`src/rtl/pct_pkg.sv`:
```
// ----------------------------------------------------------------------------
// pct_pkg
// Shared types and constants of the periodic compare timer.
// ----------------------------------------------------------------------------
package pct_pkg;

    localparam int NUM_CHANNELS = 4;
    localparam int COUNT_WIDTH  = 32;

    // Fixed field widths of the ports
    localparam int OP_W       = 2;
    localparam int CHAN_W     = 2;
    localparam int PERIOD_W   = 31;
    localparam int CFG_DATA_W = 32;
    localparam int MASK_W     = 4;
    localparam int COUNT_OUT_W = 32;

    // Start lead rule: a lead of LeadMargin ticks or less gets LeadExtra more
    localparam logic [COUNT_WIDTH-1:0] LEAD_MARGIN = COUNT_WIDTH'(2);
    localparam logic [COUNT_WIDTH-1:0] LEAD_EXTRA  = COUNT_WIDTH'(10);

    localparam logic [PERIOD_W-1:0] PERIOD_RESET [4] = '{
        PERIOD_W'(10), PERIOD_W'(1000), PERIOD_W'(10000), PERIOD_W'(100000)
    };

    typedef enum logic [OP_W-1:0] {
        OP_TICK  = 2'd0,
        OP_START = 2'd1,
        OP_STOP  = 2'd2
    } op_t;

    typedef struct packed {
        op_t               op;
        logic [CHAN_W-1:0] sel;
    } pct_item_t;

    // Input stage to core
    typedef struct packed {
        logic      valid;
        pct_item_t item;
    } pct_stage_t;

    typedef logic [NUM_CHANNELS-1:0][PERIOD_W-1:0] period_vec_t;

endpackage

```
`src/rtl/pct_cfg_regs.sv`:
```
// ----------------------------------------------------------------------------
// pct_cfg_regs
// Period registers, one per channel, written over the configuration port.
// ----------------------------------------------------------------------------
module pct_cfg_regs
    import pct_pkg::*;
(
    input  logic                  clk,
    input  logic                  rst_n,
    input  logic                  cfg_valid,
    output logic                  cfg_ready,
    input  logic [CHAN_W-1:0]     cfg_index,
    input  logic [CFG_DATA_W-1:0] cfg_data,
    output period_vec_t           periods
);

    period_vec_t period_reg;

    assign cfg_ready = 1'b1;
    assign periods   = period_reg;

    always_ff @(posedge clk or negedge rst_n)
    begin
        if (!rst_n)
        begin
            for (int c = 0; c < NUM_CHANNELS; c++)
            begin
                period_reg[c] <= PERIOD_RESET[c];
            end
        end
        else if (cfg_valid)
        begin
            for (int c = 0; c < NUM_CHANNELS; c++)
            begin
                if (cfg_index == CHAN_W'(c))
                begin
                    period_reg[c] <= cfg_data[PERIOD_W-1:0];
                end
            end
        end
    end

endmodule

```
`src/rtl/pct_in_stage.sv`:
```
// ----------------------------------------------------------------------------
// pct_in_stage
// Input register: holds one accepted word until the core takes it.
// ----------------------------------------------------------------------------
module pct_in_stage
    import pct_pkg::*;
(
    input  logic              clk,
    input  logic              rst_n,
    input  logic              in_valid,
    output logic              in_ready,
    input  logic [OP_W-1:0]   operation,
    input  logic [CHAN_W-1:0] chan_sel,
    input  logic              take,
    output pct_stage_t        stage
);

    logic      valid_reg;
    pct_item_t item_reg;

    // Free slot, or the held word leaves this cycle
    assign in_ready    = !valid_reg || take;
    assign stage.valid = valid_reg;
    assign stage.item  = item_reg;

    always_ff @(posedge clk or negedge rst_n)
    begin
        if (!rst_n)
        begin
            valid_reg <= 1'b0;
        end
        else if (in_valid && in_ready)
        begin
            valid_reg <= 1'b1;
        end
        else if (take)
        begin
            valid_reg <= 1'b0;
        end
    end

    always_ff @(posedge clk)
    begin
        if (in_valid && in_ready)
        begin
            item_reg.op  <= op_t'(operation);
            item_reg.sel <= chan_sel;
        end
    end

endmodule

```
`src/rtl/pct_core.sv`:
```
// ----------------------------------------------------------------------------
// pct_core
// Counter, compare values and armed bits; one word processed per cycle while the result slot is empty or being emptied.
// ----------------------------------------------------------------------------
module pct_core
    import pct_pkg::*;
(
    input  logic                   clk,
    input  logic                   rst_n,
    input  pct_stage_t             stage,
    output logic                   take,
    input  period_vec_t            periods,
    output logic                   out_valid,
    input  logic                   out_ready,
    output logic [MASK_W-1:0]      match_mask,
    output logic [COUNT_OUT_W-1:0] count_now,
    output logic [MASK_W-1:0]      running_mask
);

    logic [COUNT_WIDTH-1:0]  count_reg, count_next;
    logic [COUNT_WIDTH-1:0]  cmp_reg [NUM_CHANNELS];
    logic [COUNT_WIDTH-1:0]  cmp_next [NUM_CHANNELS];
    logic [NUM_CHANNELS-1:0] armed_reg, armed_next;
    logic [NUM_CHANNELS-1:0] match_reg, match_next;
    logic                    out_valid_reg;

    logic [COUNT_WIDTH-1:0] tick_count;
    logic [PERIOD_W-1:0]    period_sel;
    logic [COUNT_WIDTH-1:0] lead;
    logic                   lead_short;
    logic [COUNT_WIDTH-1:0] start_cmp;
    logic                   sel_ok;

    // Advance when the result slot is empty or being emptied
    assign take = stage.valid && (!out_valid_reg || out_ready);

    assign out_valid    = out_valid_reg;
    assign match_mask   = MASK_W'(match_reg);
    assign running_mask = MASK_W'(armed_reg);
    assign count_now    = COUNT_OUT_W'(count_reg);

    always_comb
    begin
        count_next = count_reg;
        cmp_next   = cmp_reg;
        armed_next = armed_reg;
        match_next = '0;

        tick_count = count_reg + 1'b1;
        sel_ok     = int'(stage.item.sel) < NUM_CHANNELS;

        period_sel = '0;
        for (int c = 0; c < NUM_CHANNELS; c++)
        begin
            if (stage.item.sel == CHAN_W'(c))
            begin
                period_sel = periods[c];
            end
        end

        // Period is zero-extended to the counter width, so the lead is never negative; a tiny lead is pushed out
        lead       = COUNT_WIDTH'(period_sel);
        lead_short = lead[COUNT_WIDTH-1] || (lead <= LEAD_MARGIN);
        start_cmp  = count_reg + lead + (lead_short ? LEAD_EXTRA : '0);

        unique case (stage.item.op)
            OP_TICK:
            begin
                count_next = tick_count;
                for (int c = 0; c < NUM_CHANNELS; c++)
                begin
                    if (armed_reg[c] && (cmp_reg[c] == tick_count))
                    begin
                        match_next[c] = 1'b1;
                        cmp_next[c]   = cmp_reg[c] + COUNT_WIDTH'(periods[c]);
                    end
                end
            end
            OP_START:
            begin
                for (int c = 0; c < NUM_CHANNELS; c++)
                begin
                    if (sel_ok && (stage.item.sel == CHAN_W'(c)))
                    begin
                        cmp_next[c]   = start_cmp;
                        armed_next[c] = 1'b1;
                    end
                end
            end
            OP_STOP:
            begin
                for (int c = 0; c < NUM_CHANNELS; c++)
                begin
                    if (sel_ok && (stage.item.sel == CHAN_W'(c)))
                    begin
                        armed_next[c] = 1'b0;
                    end
                end
            end
            default:
            begin
                // unknown operation: hold everything
            end
        endcase
    end

    always_ff @(posedge clk or negedge rst_n)
    begin
        if (!rst_n)
        begin
            count_reg     <= '0;
            armed_reg     <= '0;
            match_reg     <= '0;
            out_valid_reg <= 1'b0;
            for (int c = 0; c < NUM_CHANNELS; c++)
            begin
                cmp_reg[c] <= '0;
            end
        end
        else
        begin
            if (take)
            begin
                count_reg     <= count_next;
                armed_reg     <= armed_next;
                match_reg     <= match_next;
                out_valid_reg <= 1'b1;
                for (int c = 0; c < NUM_CHANNELS; c++)
                begin
                    cmp_reg[c] <= cmp_next[c];
                end
            end
            else if (out_ready)
            begin
                out_valid_reg <= 1'b0;
            end
        end
    end

    a_match_only_armed: assert property (@(posedge clk) disable iff (!rst_n)
        out_valid_reg |-> ((match_reg & ~armed_reg) == '0))
        else $error("match reported on a stopped channel");

    a_no_match_off_tick: assert property (@(posedge clk) disable iff (!rst_n)
        (take && (stage.item.op != OP_TICK)) |=> (match_reg == '0))
        else $error("match reported on a non-tick word");

    a_count_holds_off_tick: assert property (@(posedge clk) disable iff (!rst_n)
        (take && (stage.item.op != OP_TICK)) |=> (count_reg == $past(count_reg)))
        else $error("counter moved on a non-tick word");

    a_tick_advances: assert property (@(posedge clk) disable iff (!rst_n)
        (take && (stage.item.op == OP_TICK)) |=>
        (count_reg == $past(count_reg) + 1'b1))
        else $error("counter did not advance on a tick");

endmodule

```
`src/rtl/periodic_compare_timer_top.sv`:
```
// ----------------------------------------------------------------------------
// periodic_compare_timer_top
// Four-channel periodic output-compare timer on one shared wrapping counter.
// ----------------------------------------------------------------------------
//  Channel  Handshake              Payload
//  in       in_valid / in_ready    operation, chan_sel
//  out      out_valid / out_ready  match_mask, count_now, running_mask
//  cfg      cfg_valid / cfg_ready  cfg_index, cfg_data (period of channel)
//
//  One word per cycle sustained while the output is not stalled; an accepted
//  word passes the input register, then the counter/compare logic into the
//  result register. Every word gives exactly one result.
//  Reset clears the counter, compare values and armed bits, and loads the
//  default periods. cfg_ready is always high.
//  A stalled output holds the result; input keeps flowing while the result
//  slot empties in the same cycle.
// ----------------------------------------------------------------------------
module periodic_compare_timer_top
    import pct_pkg::*;
(
    input  logic                   clk,
    input  logic                   rst_n,
    input  logic                   in_valid,
    output logic                   in_ready,
    input  logic [OP_W-1:0]        operation,
    input  logic [CHAN_W-1:0]      chan_sel,
    output logic                   out_valid,
    input  logic                   out_ready,
    output logic [MASK_W-1:0]      match_mask,
    output logic [COUNT_OUT_W-1:0] count_now,
    output logic [MASK_W-1:0]      running_mask,
    input  logic                   cfg_valid,
    output logic                   cfg_ready,
    input  logic [CHAN_W-1:0]      cfg_index,
    input  logic [CFG_DATA_W-1:0]  cfg_data
);

    period_vec_t periods;
    pct_stage_t  stage;
    logic        take;

    pct_cfg_regs u_cfg_regs (
        .clk       (clk),
        .rst_n     (rst_n),
        .cfg_valid (cfg_valid),
        .cfg_ready (cfg_ready),
        .cfg_index (cfg_index),
        .cfg_data  (cfg_data),
        .periods   (periods)
    );

    pct_in_stage u_in_stage (
        .clk       (clk),
        .rst_n     (rst_n),
        .in_valid  (in_valid),
        .in_ready  (in_ready),
        .operation (operation),
        .chan_sel  (chan_sel),
        .take      (take),
        .stage     (stage)
    );

    pct_core u_core (
        .clk          (clk),
        .rst_n        (rst_n),
        .stage        (stage),
        .take         (take),
        .periods      (periods),
        .out_valid    (out_valid),
        .out_ready    (out_ready),
        .match_mask   (match_mask),
        .count_now    (count_now),
        .running_mask (running_mask)
    );

endmodule

```
`config.mk`:
```
export PLATFORM = sky130hd
export DESIGN_NAME = periodic_compare_timer_top
export DESIGN_NICKNAME = d
export VERILOG_FILES = /design/src/rtl/pct_pkg.sv /design/src/rtl/pct_cfg_regs.sv /design/src/rtl/pct_in_stage.sv /design/src/rtl/pct_core.sv /design/src/rtl/periodic_compare_timer_top.sv
export SDC_FILE = /design/constraint.sdc
export NUM_CORES = 1
export LEC_CHECK = 0
export BUFFER_PORTS_ARGS = -buffer_cell sky130_fd_sc_hd__buf_4
export CAP_MARGIN = 30
export CORE_ASPECT_RATIO = 0.5
export CORE_MARGIN = 8
export CORE_UTILIZATION = 41
export DETAILED_ROUTE_END_ITERATION = 7
export REMOVE_ABC_BUFFERS = 1
export SLEW_MARGIN = 30
export SYNTH_ARGS = -nofsm -noshare
export SYNTH_HDL_FRONTEND = slang
export SYNTH_HIERARCHICAL = 1
export SYNTH_SLANG_ARGS = --single-unit
```
`constraint.sdc`:
```
create_clock -name clk -period 7.34 [get_ports clk]
set_input_delay 1.101 -clock clk [delete_from_list [all_inputs] [get_ports clk]]
set_output_delay 1.101 -clock clk [all_outputs]
set_load 0.01 [all_outputs]
```
==> results.md <==
- Worst EP arrival: 7240 ps
- Diodes inserted: 0
- CP max-delay cell: edfxtp_1
- FF-to-FF setup slack: 490 ps
- Clk_skew: 22.9 ps
- Unrepaired setup endpoints after global routing: false
- Critical Path Sink Type: register
- Post-CTS Setup Inserts: 0
- DR vias/cell: 6.48
- Library cells used by synthesis: 97
- Top cells by area, synth: dfrtp_1, ha_1, mux2_2
- PwrDens: 418 nW/um^2
- Final ANT Viol Nets: 0
- HPWL after detailed placement: 75.0 mm
- Setup_tns: 0 ps
- CP delay by family, top: compound AO/OA/AOI/OAI gates
- Startpoint Class: register
- Clock slew at reported path FFs: 60 ps
- Post-route DRC violation count: 0
- Combinational family with the most area after synthesis: compound AO/OA/AOI/OAI gates
- Post-synth EDFFs: 4
- Setup violators final: 0
- Reg-to-Reg End: u_core/cmp_reg[30]$_DFFE_PN0P_
- Die W: 366 um
- Switching power of the nets: 5.50 mW
- Layout Cells excl Fill: 3,591
- Count leader, synth: dfrtp_1
- Iteration-0 DRC Markers: 2,933
- Initial Util: 41.3%
- Synth Area in Simple Gates: 17.9%
- Post-cts resize count: 0
- Crit share post-route: 93.3%
- CTS tree: built
- Critical path type: register to register
- Reg2Reg Depth: 17
- Synth area leader: dfrtp_1
- DIE AREA: 70,000 um^2
- I/O pin cnt: 86
- Global-route wire length before repair: 146 mm
- Peak VDD IR: 0.000144 V
- Die Y: 191 um
- Placer Congestion: 1.01
- Final min period: 6850 ps
- Synth Area in XOR/XNOR: 10.4%
- Worst-case clock buffer depth: 3
- Cell Int Power: 6.11 mW
- Commonest cells post-synth: dfrtp_1, a21oi_1, ha_1, nand2_1, xnor2_1
- MaxCap Viol Count: 0
- Slew Limit Fails: 0
- Fin Hold WS: 474 ps
- Cell Count Post-Placement: 3,528
- Largest register FFs: 128
- Crit path cell chain: buf_12 -> mux4_2 -> nor4_1 -> nand4_1 -> or2_2 -> fa_1 -> inv_1 -> ha_1 -> o21ai_0 -> o21ba_2 -> a211oi_1 -> o21ai_0 -> o211ai_1 -> a31oi_1 -> o31a_1 -> mux2i_1 -> a31oi_1
- Net Sw Frac: 47.4%
- Largest net degree at the start of global routing: 128
- Reg power frac: 27.0%
- Clk root buf: clkbuf_16
- Grt total ovfl: 0
- Clock Sinks: 298
- Synth Instances: 2,710
- Layout cells sized above 1: 15.6%
- Leakage: 11.7 nW
- Multiplexer area fraction after synthesis: 10.2%
- Max transition margin: 32.1%
- Top FF cell, synth: dfrtp_1
- Hold path depth: 2
- CTS Buf Count: 34
- Final wirelength: 98.7 mm
- CTS Hold Bufs: 0
- Mapped Area: 25,200 um^2
- Worst-margin pin slew: 1010 ps
- Combinational Power Share: 57.1%
- Ys async rst share: 98.7%
- Hold path startpoint: u_core/match_mask[1]$_DFFE_PN0P_
- Yosys top cell area share: 27.4%
- Worst R2R Start: u_in_stage/stage[1]$_DFFE_PP_
- Hold violation total from the final report: 0
- Core Region: 60,900 um^2
- Adder-cell share of the synthesized area: 9.71%
- Wire per inst: 27.5 um
- # rows: 64
- Seq cells post-synth: 298
- Worst skew pair latency: 550 ps
- Nets: 2,974
- Worst endpoint required time: 7730 ps
- Yosys warns: 6
- CTS HTree Levels: 2
- Sequential-to-total area share from yosys stat: 29.8%
- CP max stage delay: 850 ps
- GRT Overall Usage: 27.2%
- PortBufs: 83
- Compound-Gate Fraction of Synth Area: 18.3%
- Via count: 23,300
- Detailed Routing Iterations Pass 1: 5
- CP max FO: 20
- Antenna violations before repair: 4
- WP buf/inv: 2
- Vias in the first global route: 21,900
- Hold Crit Class: register to register
- Hold EP: u_core/match_mask[1]$_DFFE_PN0P_
- Fmax: 146 MHz
- Area delta synth->final: 10.5%
- Status: completed
- Avg Inst Size Synth: 9.28 um^2
- Clk pwr share: 16.0%
worst max-delay path by stage:
| stage | slack [ps] | cells past startpoint | to | startpoint |
|---|---|---|---|---|
| floorplan | 1440 | 18 | u_core/cmp_reg[31]$_DFFE_PN0P_ | u_in_stage/stage[0]$_DFFE_PP_ |
| CTS | 580 | 17 | u_core/cmp_reg[30]$_DFFE_PN0P_ | u_in_stage/stage[1]$_DFFE_PP_ |
| finish | 490 | 17 | u_core/cmp_reg[30]$_DFFE_PN0P_ | u_in_stage/stage[1]$_DFFE_PP_ |
| global placement | 710 | 17 | u_core/cmp_reg[30]$_DFFE_PN0P_ | u_in_stage/stage[1]$_DFFE_PP_ |
| detailed placement | 600 | 17 | u_core/cmp_reg[30]$_DFFE_PN0P_ | u_in_stage/stage[1]$_DFFE_PP_ |
| global route | 250 | 17 | u_core/cmp_reg[30]$_DFFE_PN0P_ | u_in_stage/stage[1]$_DFFE_PP_ |
power groups by stage:
stage | Clock, mW | Combinational [mW] | Sequential, mW
after floorplan | 0 | 4.87 | 2.63
after global placement | 0 | 6.29 | 3.10
after detailed placement | 0 | 6.38 | 3.11
after CTS | 1.88 | 6.43 | 3.08
after global routing | 1.95 | 7.22 | 3.15
final | 1.86 | 6.62 | 3.13
routing by layer:
layer	vias to the layer above	global-route usage [%]	part of all wire, %
met4	6	8.77	3.6
met2	1257	40.3	42
met1	11500	39.0	43
li1	10300	-	-
met5	-	0	0.042
met3	222	6.60	11
stage by stage:
stage	utilization (%)	worst slack [ps]	power [mW]	instance area, um^2
after global placement	43.6	709	9.39	26600
after CTS	45.6	579	11.4	27800
after detailed placement	43.7	596	9.49	26600
after floorplan	-	1440	7.49	24500
final	45.7	488	11.6	27800
after global routing	45.7	247	12.3	27800
placed cells by master, fill, tap and decap left out, types with 10 or more instances in the layout:
master | netlist | final
dfrtp_1 | 275 | 275
a21oi_1 | 211 | 211
ha_1 | 184 | 184
nand2_1 | 178 | 177
xnor2_1 | 171 | 171
nor3_1 | 152 | 151
o21ai_0 | 146 | 146
mux2_2 | 142 | 142
nor2_1 | 141 | 140
buf_4 | 12 | 117
inv_1 | 76 | 76
nand3_1 | 76 | 75
xor2_1 | 72 | 72
a31oi_1 | 64 | 64
a21o_1 | 47 | 47
a211oi_1 | 43 | 43
nand4_1 | 41 | 41
clkbuf_16 | 0 | 37
nand2b_1 | 36 | 35
mux4_2 | 31 | 31
o21a_1 | 27 | 27
o211ai_1 | 23 | 23
and3_1 | 22 | 22
xnor3_1 | 22 | 22
nor4_1 | 23 | 21
dfstp_2 | 19 | 19
nor2b_1 | 20 | 19
and4_1 | 18 | 18
or3_1 | 18 | 18
or4_1 | 17 | 17
nand3b_1 | 14 | 14
mux2_1 | 14 | 14
and2_1 | 13 | 13
o21bai_1 | 12 | 12
a2111oi_0 | 11 | 11
o22ai_1 | 11 | 11
nor3b_1 | 10 | 10
mux2i_1 | 10 | 10
worst reg2reg max path, cell delays in order, from the launching register on:
cell and delay [ps]:
edfxtp_1 850, buf_12 270, mux4_2 430, nor4_1 490
nand4_1 370, or2_2 440, fa_1 520, inv_1 40
ha_1 310, o21ai_0 130, o21ba_2 240, a211oi_1 620
o21ai_0 330, o211ai_1 360, a31oi_1 240, o31a_1 350
mux2i_1 530, a31oi_1 180
layout make-up:
| type | count | area [um^2] |
|---|---|---|
| clock buffers | 47 | 1010 |
| clock inverters | 15 | 175 |
| fillers | 5953 | 33100 |
| inverters | 78 | 293 |
| multi-input cells | 2205 | 16800 |
| flip-flops and latches | 298 | 7500 |
| well taps | 825 | 1030 |
| repair buffers | 123 | 978 |
logic make-up after synthesis:
group	after synthesis
AO/OA/AOI/OAI	721
XOR/XNOR	265
adder cells (fa/ha/maj)	191
buffers and inverters	207
flip-flops	298
multiplexers	197
other	1
AND/OR/NAND/NOR	830
No activity file was read; power rests on OpenSTA's default activity.
